[src/hw/rtl/bdpc_pkg.sv]
// ----------------------------------------------------------------------------
// bdpc_pkg
// Types and constants for the button debounce and press classifier.
// ----------------------------------------------------------------------------
package bdpc_pkg;

  localparam int TIME_W = 32;
  localparam int CFG_W  = 16;
  localparam int IDX_W  = 2;

  localparam logic [CFG_W-1:0] DEBOUNCE_RST  = 16'd15;
  localparam logic [CFG_W-1:0] SHORT_MAX_RST = 16'd1000;
  localparam logic [CFG_W-1:0] LONG_RST      = 16'd3000;

  typedef enum logic [IDX_W-1:0] {
    REG_DEBOUNCE  = 2'd0,
    REG_SHORT_MAX = 2'd1,
    REG_LONG      = 2'd2
  } cfg_reg_t;

  typedef struct packed {
    logic [CFG_W-1:0] debounce_ms;
    logic [CFG_W-1:0] short_max_ms;
    logic [CFG_W-1:0] long_ms;
  } cfg_t;

  typedef struct packed {
    logic stable_level;
    logic press_event;
    logic release_event;
    logic short_press_event;
    logic long_press_event;
  } result_t;

endpackage

[src/hw/rtl/bdpc_if.sv]
// ----------------------------------------------------------------------------
// bdpc_if
// Valid/ready channels for polls in and classified results out.
// ----------------------------------------------------------------------------
interface bdpc_in_if
  import bdpc_pkg::*;
();
  logic              valid;
  logic              ready;
  logic              raw_level;
  logic [TIME_W-1:0] now_ms;

  modport source (output valid, output raw_level, output now_ms, input ready);
  modport sink   (input valid, input raw_level, input now_ms, output ready);
endinterface

interface bdpc_out_if;
  logic valid;
  logic ready;
  logic stable_level;
  logic press_event;
  logic release_event;
  logic short_press_event;
  logic long_press_event;

  modport source (output valid, output stable_level, output press_event,
                  output release_event, output short_press_event,
                  output long_press_event, input ready);
  modport sink   (input valid, input stable_level, input press_event,
                  input release_event, input short_press_event,
                  input long_press_event, output ready);
endinterface

[src/hw/rtl/bdpc_cfg_regs.sv]
// ----------------------------------------------------------------------------
// bdpc_cfg_regs
// Timing limit registers, written through a plain write port.
// ----------------------------------------------------------------------------
module bdpc_cfg_regs
  import bdpc_pkg::*;
(
  input  logic             clk,
  input  logic             rst,
  input  logic             cfg_we,
  input  logic [IDX_W-1:0] cfg_index,
  input  logic [CFG_W-1:0] cfg_data,
  output cfg_t             cfg
);

  always_ff @(posedge clk) begin
    if (rst) begin
      cfg.debounce_ms  <= DEBOUNCE_RST;
      cfg.short_max_ms <= SHORT_MAX_RST;
      cfg.long_ms      <= LONG_RST;
    end else if (cfg_we) begin
      unique case (cfg_reg_t'(cfg_index))
        REG_DEBOUNCE:  cfg.debounce_ms  <= cfg_data;
        REG_SHORT_MAX: cfg.short_max_ms <= cfg_data;
        REG_LONG:      cfg.long_ms      <= cfg_data;
        default: ;
      endcase
    end
  end

endmodule

[src/hw/rtl/bdpc_eval.sv]
// ----------------------------------------------------------------------------
// bdpc_eval
// Debounce and press state; evaluates one poll and updates on step.
// ----------------------------------------------------------------------------
module bdpc_eval
  import bdpc_pkg::*;
(
  input  logic              clk,
  input  logic              rst,
  input  logic              step,
  input  logic              raw_level,
  input  logic [TIME_W-1:0] now_ms,
  input  cfg_t              cfg,
  output result_t           res
);

  logic              last_sample;
  logic              debounce_active;
  logic [TIME_W-1:0] change_time;
  logic              accepted_level;
  logic [TIME_W-1:0] press_time;
  logic              long_armed;

  logic              raw_change;
  logic [TIME_W-1:0] dbn_elapsed;
  logic [TIME_W-1:0] hold;
  logic              accept;
  logic              lvl_change;
  logic              press_ev;
  logic              release_ev;
  logic              short_ev;
  logic              long_ev;
  logic              long_armed_next;

  always_comb begin
    raw_change  = raw_level != last_sample;
    dbn_elapsed = now_ms - change_time;
    hold        = now_ms - press_time;
    accept      = !raw_change && debounce_active &&
                  (dbn_elapsed > {{(TIME_W-CFG_W){1'b0}}, cfg.debounce_ms});
    lvl_change  = accept && (last_sample != accepted_level);
    press_ev    = lvl_change && !last_sample;
    release_ev  = lvl_change && last_sample;
    short_ev    = release_ev &&
                  (hold <= {{(TIME_W-CFG_W){1'b0}}, cfg.short_max_ms});
    // a press restarts the hold at zero
    if (press_ev) begin
      long_ev = cfg.long_ms == '0;
    end else begin
      long_ev = long_armed && !release_ev &&
                (hold >= {{(TIME_W-CFG_W){1'b0}}, cfg.long_ms});
    end
    if (press_ev) begin
      long_armed_next = !long_ev;
    end else if (release_ev || long_ev) begin
      long_armed_next = 1'b0;
    end else begin
      long_armed_next = long_armed;
    end

    res.stable_level      = accept ? last_sample : accepted_level;
    res.press_event       = press_ev;
    res.release_event     = release_ev;
    res.short_press_event = short_ev;
    res.long_press_event  = long_ev;
  end

  always_ff @(posedge clk) begin
    if (rst) begin
      last_sample     <= 1'b1;
      debounce_active <= 1'b0;
      change_time     <= '0;
      accepted_level  <= 1'b1;
      press_time      <= '0;
      long_armed      <= 1'b0;
    end else if (step) begin
      last_sample <= raw_level;
      if (raw_change) begin
        debounce_active <= 1'b1;
        change_time     <= now_ms;
      end else if (accept) begin
        debounce_active <= 1'b0;
      end
      accepted_level <= res.stable_level;
      if (press_ev) begin
        press_time <= now_ms;
      end
      long_armed <= long_armed_next;
    end
  end

endmodule

[src/hw/rtl/button_debounce_press_classifier_core.sv]
// ----------------------------------------------------------------------------
// button_debounce_press_classifier_core
// Debounces an active-low button poll stream and flags press, release,
// short-press and long-press events. One poll is taken every clock cycle
// while the result output is not stalled; each poll passes through the poll
// register, then the result register. The single-pass evaluation of a poll
// against the debounce and press state sets that rate, and the result
// register lets a new poll enter while a result waits to be taken.
// ----------------------------------------------------------------------------
module button_debounce_press_classifier_core
  import bdpc_pkg::*;
(
  input  logic             clk,
  input  logic             rst,
  bdpc_in_if.sink          sample,
  bdpc_out_if.source       result,
  input  logic             cfg_we,
  input  logic [IDX_W-1:0] cfg_index,
  input  logic [CFG_W-1:0] cfg_data
);

  cfg_t              cfg;
  logic              in_valid;
  logic              in_raw;
  logic [TIME_W-1:0] in_now;
  logic              out_valid;
  result_t           out_res;
  result_t           res;
  logic              advance;
  logic              sample_fire;

  assign advance     = in_valid && (!out_valid || result.ready);
  assign sample.ready = !in_valid || advance;
  assign sample_fire = sample.valid && sample.ready;

  bdpc_cfg_regs u_cfg (
    .clk       (clk),
    .rst       (rst),
    .cfg_we    (cfg_we),
    .cfg_index (cfg_index),
    .cfg_data  (cfg_data),
    .cfg       (cfg)
  );

  bdpc_eval u_eval (
    .clk       (clk),
    .rst       (rst),
    .step      (advance),
    .raw_level (in_raw),
    .now_ms    (in_now),
    .cfg       (cfg),
    .res       (res)
  );

  always_ff @(posedge clk) begin
    if (rst) begin
      in_valid  <= 1'b0;
      out_valid <= 1'b0;
    end else begin
      in_valid  <= sample_fire || (in_valid && !advance);
      out_valid <= advance || (out_valid && !result.ready);
    end
  end

  always_ff @(posedge clk) begin
    if (sample_fire) begin
      in_raw <= sample.raw_level;
      in_now <= sample.now_ms;
    end
    if (advance) begin
      out_res <= res;
    end
  end

  assign result.valid             = out_valid;
  assign result.stable_level      = out_res.stable_level;
  assign result.press_event       = out_res.press_event;
  assign result.release_event     = out_res.release_event;
  assign result.short_press_event = out_res.short_press_event;
  assign result.long_press_event  = out_res.long_press_event;

endmodule

[src/flat_wrapper.sv]
// flat-port wrapper written by rule: the top's interface ports become plain ports
module button_debounce_press_classifier_core_flat import bdpc_pkg::*;
  (clk, rst, cfg_we, cfg_index, cfg_data, sample_valid, sample_raw_level, sample_now_ms, sample_ready, result_valid, result_stable_level, result_press_event, result_release_event, result_short_press_event, result_long_press_event, result_ready);
  bdpc_in_if sample_i ();
  bdpc_out_if result_i ();
  input  logic clk;
  input  logic rst;
  input  logic cfg_we;
  input  logic [IDX_W-1:0] cfg_index;
  input  logic [CFG_W-1:0] cfg_data;
  input wire logic [$bits(sample_i.valid)-1:0] sample_valid;
  input wire logic [$bits(sample_i.raw_level)-1:0] sample_raw_level;
  input wire logic [$bits(sample_i.now_ms)-1:0] sample_now_ms;
  output wire logic [$bits(sample_i.ready)-1:0] sample_ready;
  output wire logic [$bits(result_i.valid)-1:0] result_valid;
  output wire logic [$bits(result_i.stable_level)-1:0] result_stable_level;
  output wire logic [$bits(result_i.press_event)-1:0] result_press_event;
  output wire logic [$bits(result_i.release_event)-1:0] result_release_event;
  output wire logic [$bits(result_i.short_press_event)-1:0] result_short_press_event;
  output wire logic [$bits(result_i.long_press_event)-1:0] result_long_press_event;
  input wire logic [$bits(result_i.ready)-1:0] result_ready;
  assign sample_i.valid = sample_valid;
  assign sample_i.raw_level = sample_raw_level;
  assign sample_i.now_ms = sample_now_ms;
  assign sample_ready = sample_i.ready;
  assign result_valid = result_i.valid;
  assign result_stable_level = result_i.stable_level;
  assign result_press_event = result_i.press_event;
  assign result_release_event = result_i.release_event;
  assign result_short_press_event = result_i.short_press_event;
  assign result_long_press_event = result_i.long_press_event;
  assign result_i.ready = result_ready;
  button_debounce_press_classifier_core u_core (.clk(clk), .rst(rst), .sample(sample_i), .result(result_i), .cfg_we(cfg_we), .cfg_index(cfg_index), .cfg_data(cfg_data));
endmodule
[config.mk]
export PLATFORM = sky130hd
export DESIGN_NAME = button_debounce_press_classifier_core_flat
export DESIGN_NICKNAME = d
export VERILOG_FILES = /design/src/hw/rtl/bdpc_pkg.sv /design/src/hw/rtl/bdpc_if.sv /design/src/hw/rtl/bdpc_cfg_regs.sv /design/src/hw/rtl/bdpc_eval.sv /design/src/hw/rtl/button_debounce_press_classifier_core.sv /design/src/flat_wrapper.sv
export SDC_FILE = /design/constraint.sdc
export NUM_CORES = 1
export LEC_CHECK = 0
export CAP_MARGIN = 10
export CORE_MARGIN = 4
export CORE_UTILIZATION = 35
export DETAILED_ROUTE_END_ITERATION = 6
export DONT_BUFFER_PORTS = 1
export HOLD_SLACK_MARGIN = 0.06
export PLACE_DENSITY = 0.49
export SYNTH_ARGS = -nofsm -noshare
export SYNTH_HDL_FRONTEND = slang
export SYNTH_HIERARCHICAL = 1
export SYNTH_SLANG_ARGS = --single-unit
[constraint.sdc]
create_clock -name clk -period 5.6 [get_ports clk]
set_input_delay 0.56 -clock clk [delete_from_list [all_inputs] [get_ports clk]]
set_output_delay 0.56 -clock clk [all_outputs]
set_load 0.02 [all_outputs]
* Word level (Yosys, flattened, before mapping)
Index checks and enable logic that the tools add are counted.
** Word-level totals
- Output and inout bits :: 7
- Word-level logic and storage cells :: 69
- Bits in registers :: 156
** Cells by class
- Add/subtract/negate cells :: 2
- Reduce and logical (&&, ||, !) cells :: 36
- Order comparisons :: 3
- Mux-type cells :: 6
- Eq/ne operators :: 4
** Operator list (count)
- 32-bit subtractor :: 2
- 32-bit by 16-bit >= comparator with 1-bit output :: 1
- 32-bit by 16-bit greater-than comparator with 1-bit output :: 1
- 32-bit by 16-bit <= comparator with 1-bit output :: 1
- 16-bit logical NOT :: 1
- 2-bit AND reduction :: 7
- 1-bit logical AND :: 12
- 1-bit logical NOT :: 8
- 1-bit two-way mux :: 6
- 1-bit logical OR :: 5
- 2-bit nonzero test :: 2
- 2-bit by 1-bit equality test with 1-bit output, second input constant :: 1
- 2-bit equality test, second input constant :: 1
- 2-bit logical NOT :: 1
- 1-bit inequality test :: 2

* Logic depth before layout (Yosys ltp)
Gate-level depths: netlist of run 1.
- Word-level depth :: 13
- Gate-level depth with buffers :: 22
- Mapped depth without buffers :: 20

* Cells and area by module
The synthesis of run 1 kept the hierarchy.
** Modules (own cells, without submodules)
- bdpc_eval :: instances 1, cells each 1144, area an instance 8035.2 µm²
- bdpc_cfg_regs :: instances 1, cells each 189, area an instance 1959.4 µm²
- button_debounce_press_classifier_core :: instances 1, cells each 48, area an instance 1244.9 µm²

* Least setup slack after synthesis of run 1
Ideal clock, no wire load.
- Kind :: reg-to-reg
- Start :: reg u_core.in_now[4]
- End :: reg u_core.out_res, in the netlist u_core/result.stable_level, data pin
- Clock period less this slack :: 4.236 ns
- Arrival :: 3.974 ns
- Cell stages (with the launch flop) :: 19
- Setup time :: 0.262 ns
- Slack :: 1.364 ns
- Path buffers :: 1
- Path through :: edfxtp_1 ha_1 and2_1 a221oi_1 a21boi_0 a21oi_1 o21ai_0 xor2_1 ha_1 nand4_1 a2111oi_0 a211oi_1 a21oi_1 nor4_1 nand4_1 nor4_4 buf_4 nor2_1 mux2_1
** RTL lines
- from (decl) :: line button_debounce_press_classifier_core.sv:25 : logic [TIME_W-1:0] in_now;
- from (signal assigned) :: line button_debounce_press_classifier_core.sv:68 : in_now <= sample.now_ms;
- to (signal assigned) :: line button_debounce_press_classifier_core.sv:71 : out_res <= res;
- to (decl) :: line button_debounce_press_classifier_core.sv:27 : result_t out_res;

* Worst setup path in the final report of run 1
- Start :: reg u_core.in_now[0]
- End :: reg u_core.u_eval.press_time[7]
** On the way
- Cells in the longest elaborated chain, start to end :: 6
** Ends and longest elaborated chain
- 32-bit subtractor :: line bdpc_eval.sv:37 : dbn_elapsed = now_ms - change_time;
- 32-bit by 16-bit greater-than comparator with 1-bit output :: line bdpc_eval.sv:40 : (dbn_elapsed > {{(TIME_W-CFG_W){1'b0}}, cfg.debounce_ms});
- 1-bit logical AND :: line bdpc_eval.sv:39 : accept = !raw_change && debounce_active &&
- 1-bit logical AND :: line bdpc_eval.sv:41 : lvl_change = accept && (last_sample != accepted_level);
- 1-bit logical AND :: line bdpc_eval.sv:42 : press_ev = lvl_change && !last_sample;
- 2-bit AND reduction (no source line)
- to (signal assigned) :: line bdpc_eval.sv:86 : press_time <= now_ms;
- to (decl) :: line bdpc_eval.sv:21 : logic [TIME_W-1:0] press_time;
Every way passes these cells.
A chain may end at the register's enable or synchronous reset.

==> reports/results.ini, run 1 <==
[finish]
post_layout_nonfiller_instances = 1751
final_util_pct = 38.2
drive_gt1_share_pct = 4.60
diodes = 0
nNetsFinal = 1504
area_growth_pct = 7.64

[global_route]
grt_pass1_wl_mm = 50.7
track_usage_pct = 18.0
gr-total-overflow = 0
antenna_found_initial = 0
grt_max_degree = 143
grt_pass1_vias = 9030

[clock_network]
root_buffer = clkbuf_16
cts_buffers = 17
cts_setup_buffers = 0
htree_levels = 4
holdBufCountCts = 0
cts_tree = yes
cts_buffer_depth = 2
clock_latency_ns = 0.44
cts.sinks = 156
post_cts_resized = 0
clk_pin_slew_ns = 0.07

[synthesis]
synth_nets = 1549
avgSynthCellArea_um2 = 8.14
ys_warn_count = 6
synth_cell_type_count = 86
syn_inst = 1381
synthArstFlopShare_pct = 0
netlist.area_leader.share_pct = 21.0
ys_seq_area_share_pct = 31.2
synth_edf_count = 38
synth.area.top_cells = dfxtp_1 21%, ha_1 12%, edfxtp_1 10%
synth_flop_cell = dfxtp_1
ys_ff_latch = 156
synth_largest_area_cell = dfxtp_1
syn_area_um2 = 11200

[routing]
final_antenna_net_count = 0
viasPerCell = 5.41
drc = 0
vias = 9479
drt_iter0_markers = 576
first_pass_iters = 5
wl_per_cell_um = 18.3
wirelength_mm = 32.0

[setup_path]
arrival_ns = 5.41
critPathMaxStageDelay_ns = 0.64
crit_type = flip-flop to flip-flop
required_ns = 5.97
critPathMaxFanout = 30
cp_common_cell = a21oi_1
crit_path_end_kind = flip-flop
path_cells = inv_1, ha_1, fa_1, nand2b_1, a21oi_1, o211ai_1, nand2_1, xor2_1, ha_1, a21oi_1, nand2_1, a221oi_1, or2_2, a21oi_1, nor4_1, nand4_1, nor4_4, buf_4, o21ai_0, a21oi_1
crit_slowest_cell = nor4_4
cp-start-kind = flip-flop

[floorplanning]
core_um2 = 31600
initial_utilization_pct = 35.5
dieArea_um2 = 35000
die_w_um = 187
dieHeight_um = 187
pin_count = 63
num_rows = 65

[status]
status = complete, no violations

[flow_run]
maxCapViolCount = 0

[pwr]
leakagePower_nw = 4.57
vdd_drop_max_mv = 0.203
power_density_nw_per_um2 = 257

[sta]
rsz0062_at_grt = no
setup_viol = 0
worstMarginPinSlew_ns = 1.15
timing.fmax_mhz = 198
post-route-min-period_ns = 5.05
finalCritPeriodShare_pct = 90.1
finalHoldViolations = 0
report.final.slew_viol_count = 0
max_slew_margin_pct = 22.8
tns_ns = 0
clock_skew_ns = 0.00746

[placement]
io_buffers = 0
detailedPlacementHpwl_mm = 24.1
gp_congestion = 0.858
placedCellCount = 1719

[hold_path]
hp-class = primary input to flip-flop

## state kept, by name (all words and copies together), names as in the netlist, 32 cells and up
| register | count |
|---|---|
| u_core/u_eval/press_time | 32 |
| u_core/u_cfg/cfg | 48 |
| u_core/u_eval/change_time | 32 |
| u_core/in_now | 32 |
## metrics by stage
stage | power (mW) | hold WS [ns] | worst slack [ns] | cell area [µm²]
2_1_floorplan | 1.74 | 0.436 | 1.36 | 11200
3_3_place_gp | 1.89 | 0.437 | 0.702 | 11500
3_5_place_dp | 1.89 | 0.442 | 0.596 | 11500
4_1_cts | 3.15 | 0.171 | 0.569 | 12100
5_1_grt | 3.28 | 0.151 | 0.0527 | 12100
6_report | 3.11 | 0.182 | 0.554 | 12100
## cells in the final DEF (no fill, tap or decap), types with 11 or more instances in the layout
master	Yosys	layout
a211oi_1	16	16
a21o_1	27	27
a21oi_1	141	141
clkbuf_16	0	17
dfxtp_1	118	118
edfxtp_1	38	38
ha_1	110	110
inv_1	128	128
mux2i_1	54	54
nand2_1	167	167
nand2b_1	56	56
nand3_1	23	23
nand4_1	25	25
nor2_1	76	74
nor2b_1	11	11
nor3_1	20	20
nor4_1	15	15
o211ai_1	14	14
o21a_1	22	22
o21ai_0	68	68
xnor2_1	25	25
xor2_1	15	15
## worst max-delay path, delay by kind of cell (launching register included)
kind                       cells  cell delay [ns]
and+or+nand+nor                7             1.62
AOI/OAI and AO/OA              7             1.38
adders and majority gates      3             0.93
buffers and inverters          2             0.48
DFF                            1             0.38
xor gates and xnor gates       1             0.16
## per-layer routing
metal	vias up	part of all wire (%)	global-route usage (%)
met5	-	0	0
met4	0	1.1	3.95
met3	18	3.2	3.14
met2	177	47	30.1
met1	4488	48	24.5
li1	4796	-	-
## final cells by class
class | instances | area, µm²
Fill cell | 3270 | 19500
Multi-Input combinational cell | 1026 | 6950
Sequential cell | 156 | 3500
Tap cell | 402 | 503
Inverter | 128 | 480
Clock buffer | 17 | 425
Clock inverter | 15 | 188
Timing Repair Buffer | 7 | 52.6
## Yosys cell counts (5+ instances only)
| cell type | n |
|---|---|
| nand2_1 | 167 |
| a21oi_1 | 141 |
| inv_1 | 128 |
| dfxtp_1 | 118 |
| ha_1 | 110 |
| nor2_1 | 76 |
| o21ai_0 | 68 |
| nand2b_1 | 56 |
| mux2i_1 | 54 |
| clkbuf_1 | 51 |
| edfxtp_1 | 38 |
| a21o_1 | 27 |
| nand4_1 | 25 |
| xnor2_1 | 25 |
| nand3_1 | 23 |
| o21a_1 | 22 |
| nor3_1 | 20 |
| a211oi_1 | 16 |
| nor4_1 | 15 |
| xor2_1 | 15 |
| o211ai_1 | 14 |
| buf_2 | 12 |
| nor2b_1 | 11 |
| o21ai_1 | 8 |
| or3_1 | 8 |
| buf_4 | 7 |
| o211a_1 | 7 |
| a211o_1 | 6 |
| o21bai_1 | 6 |
| o31ai_1 | 6 |
| a221oi_1 | 5 |
## kinds of logic after synthesis
| logic type | share of synthesized area, % |
|---|---|
| mux | 5.01 |
| simple gates | 19.5 |
| xor+xnor | 3.12 |
| flops | 31.2 |
| buf+inv | 7.08 |
| fa+ha+maj | 12.6 |
| compound gates | 21.5 |
## worst paths after layout
check                                                   from  slack [ns]  cells past startpoint                                         end
setup / recovery                  u_core/in_now[0]$_DFFE_PP_        0.55                     20    u_core/u_eval/press_time[7]$_SDFFE_PP0P_
hold / removal                                           rst        0.18                      1                  u_core/in_valid$_SDFF_PP0_
setup reg to reg                  u_core/in_now[0]$_DFFE_PP_        0.55                     20    u_core/u_eval/press_time[7]$_SDFFE_PP0P_
hold reg to reg   u_core/u_eval/change_time[24]$_SDFFE_PP0P_        0.45                      2  u_core/u_eval/change_time[24]$_SDFFE_PP0P_
## power by group
| group | leakage, nW | internal (mW) | switching, mW |
|---|---|---|---|
| Sequential | 1.32 | 1.20 | 0.0424 |
| Combinational | 2.95 | 0.253 | 0.381 |
| Clock | 0.294 | 0.711 | 0.531 |
| Total | 4.57 | 2.16 | 0.954 |
Note: power is estimated with default switching activity, not from simulation.
==> run 2: changes to the inputs <==
Settings changed: RECOVER_POWER set to 100.
==> run 2 against run 1 <==
The flow now finishes with violations (capacitance limit, slew limit). Sequential share of layout area grew 0.090 points. Die area is the same. Cell area shrank 0.31%. Combinational power is essentially flat. Critical endpoint is now u_core/u_eval/press_time[0]$_SDFFE_PP0P_.
==> reports/results.ini, run 2 (synthesis gave the netlist of run 1 again) <==
[routing]
wirelength_mm = 32.1
viasPerCell = 5.42
drt_iter0_markers = 579
vias = 9488
wl_per_cell_um = 18.3
drc = 0
final_antenna_net_count = 0
first_pass_iters = 5

[sta]
finalHoldViolations = 0
clock_skew_ns = 0.00911
worstMarginPinSlew_ns = 2.59
report.final.slew_viol_count = 79
timing.fmax_mhz = 197
max_slew_margin_pct = -72.9
rsz0062_at_grt = no
setup_viol = 0
tns_ns = 0
post-route-min-period_ns = 5.09
final.setup.worst_slack_ns = 0.514
finalCritPeriodShare_pct = 90.8

[finish]
area_growth_pct = 7.30
mostFrequentLayoutCells = 167 x nand2_1, 141 x a21oi_1, 128 x inv_1
nNetsFinal = 1504
final-seq-area_um2 = 3500
final_common_cell = nand2_1
diodes = 0
drive_gt1_share_pct = 4.08
post_layout_nonfiller_instances = 1751
num-fill-cells = 3277
final_cell_area_um2 = 12100
multi_input_area_um2 = 6920
largest_reg_flops = 48
top_register = u_core/u_cfg/cfg

[clock_network]
clock_latency_ns = 0.44
cts.sinks = 156
root_buffer = clkbuf_16
post_cts_resized = 0
clk_pin_slew_ns = 0.07
cts_setup_buffers = 0
cts_buffers = 17
holdBufCountCts = 0
htree_levels = 4
cts_tree = yes
cts_buffer_depth = 2

[setup_path]
r2r_end = u_core/u_eval/press_time[0]$_SDFFE_PP0P_
arrival_ns = 5.42
crit_cells = 21
worstRegToRegCells = 21
timing.rr.start = u_core/in_now[0]$_DFFE_PP_
crit_end = u_core/u_eval/press_time[0]$_SDFFE_PP0P_
crit_path_end_kind = flip-flop
critPathMaxFanout = 18
cp-startpoint = u_core/in_now[0]$_DFFE_PP_
critPathTopFamily = simple AND/OR/NAND/NOR gates
critPathMaxStageDelay_ns = 0.64
cp-start-kind = flip-flop
path_cells = inv_1, ha_1, fa_1, nand2b_1, a21oi_1, o211ai_1, nand2_1, xor2_1, ha_1, a21oi_1, nand2_1, a221oi_1, or2_2, a21oi_1, nor4_1, nand4_1, nor4_4, nor2_2, clkbuf_2, mux2i_1, nor2_1
cp_num_buf_inv = 2
required_ns = 5.93
cp_common_cell = a21oi_1
crit_slowest_cell = nor4_4
ff2ff_setup_slack_ns = 0.51
crit_type = flip-flop to flip-flop

[status]
status = complete, but fails checks
violations = capacitance limit, slew limit

[floorplanning]
dieArea_um2 = 35000
core_um2 = 31600
num_rows = 65
die_w_um = 187
initial_utilization_pct = 35.5
dieHeight_um = 187
pin_count = 63

[flow_run]
maxCapViolCount = 3

[pwr]
vdd_drop_max_mv = 0.204
leakagePower_nw = 4.53
power_density_nw_per_um2 = 258

[hold_path]
hp-class = primary input to flip-flop

[placement]
io_buffers = 0
dpl_worst_slack_ns = 0.596
placedCellCount = 1719
place_area_um2 = 11500
gp_congestion = 0.858
detailedPlacementHpwl_mm = 24.1

[global_route]
grt_pass1_vias = 9030
grt_pass1_wl_mm = 50.7
grt_max_degree = 143
antenna_found_initial = 0
gr-total-overflow = 0
track_usage_pct = 18.0

## run 2: final cells by class
class	instances	area share, %
flip-flops and latches	156	29.0
inverters	128	3.98
well taps	402	4.17
repair buffers	7	0.332
clock buffers	17	3.53
multi-input cells	1026	57.4
clock inverters	15	1.56
## run 2: per-stage QoR
| step | hold WS, ns | util [%] | power (mW) |
|---|---|---|---|
| 2_1_floorplan | 0.436 | - | 1.74 |
| 3_3_place_gp | 0.437 | 36.3 | 1.89 |
| 3_5_place_dp | 0.442 | 36.3 | 1.89 |
| 4_1_cts | 0.171 | 38.2 | 3.15 |
| 5_1_grt | 0.151 | 38.1 | 3.28 |
| 6_report | 0.178 | 38.1 | 3.12 |
## run 2: worst min path at each step
stage	from	end	slack, ns	cells after the start
floorplan	u_core/u_eval/change_time[10]$_SDFFE_PP0P_	u_core/u_eval/change_time[10]$_SDFFE_PP0P_	0.44	2
global placement	u_core/u_eval/change_time[25]$_SDFFE_PP0P_	u_core/u_eval/change_time[25]$_SDFFE_PP0P_	0.44	2
detailed placement	u_core/u_eval/change_time[27]$_SDFFE_PP0P_	u_core/u_eval/change_time[27]$_SDFFE_PP0P_	0.44	2
CTS	rst	u_core/u_eval/press_time[23]$_SDFFE_PP0P_	0.17	1
global route	rst	u_core/in_valid$_SDFF_PP0_	0.15	1
finish	rst	u_core/in_valid$_SDFF_PP0_	0.18	1
## run 2: power by group
group / switching [mW] / leakage [nW] / internal (mW)
clock network: 0.532 / 0.294 / 0.711
registers: 0.0419 / 1.32 / 1.20
logic: 0.382 / 2.91 / 0.253
## run 2: layer usage
layer	track usage, %	part of all wire (%)	wire length [µm]
met1	24.5	48	15500
met2	30.1	48	15300
met3	3.14	3.1	996
met4	3.95	1.1	354
met5	0	0	0
## run 2: worst register-to-register path, cell delays in order, from the launching register on
cell	delay, ns
edfxtp_1	0.38
inv_1	0.07
ha_1	0.23
fa_1	0.42
nand2b_1	0.19
a21oi_1	0.37
o211ai_1	0.20
nand2_1	0.11
xor2_1	0.16
ha_1	0.28
a21oi_1	0.16
nand2_1	0.06
a221oi_1	0.28
or2_2	0.15
a21oi_1	0.09
nor4_1	0.29
nand4_1	0.20
nor4_4	0.64
nor2_2	0.10
clkbuf_2	0.32
mux2i_1	0.24
nor2_1	0.05
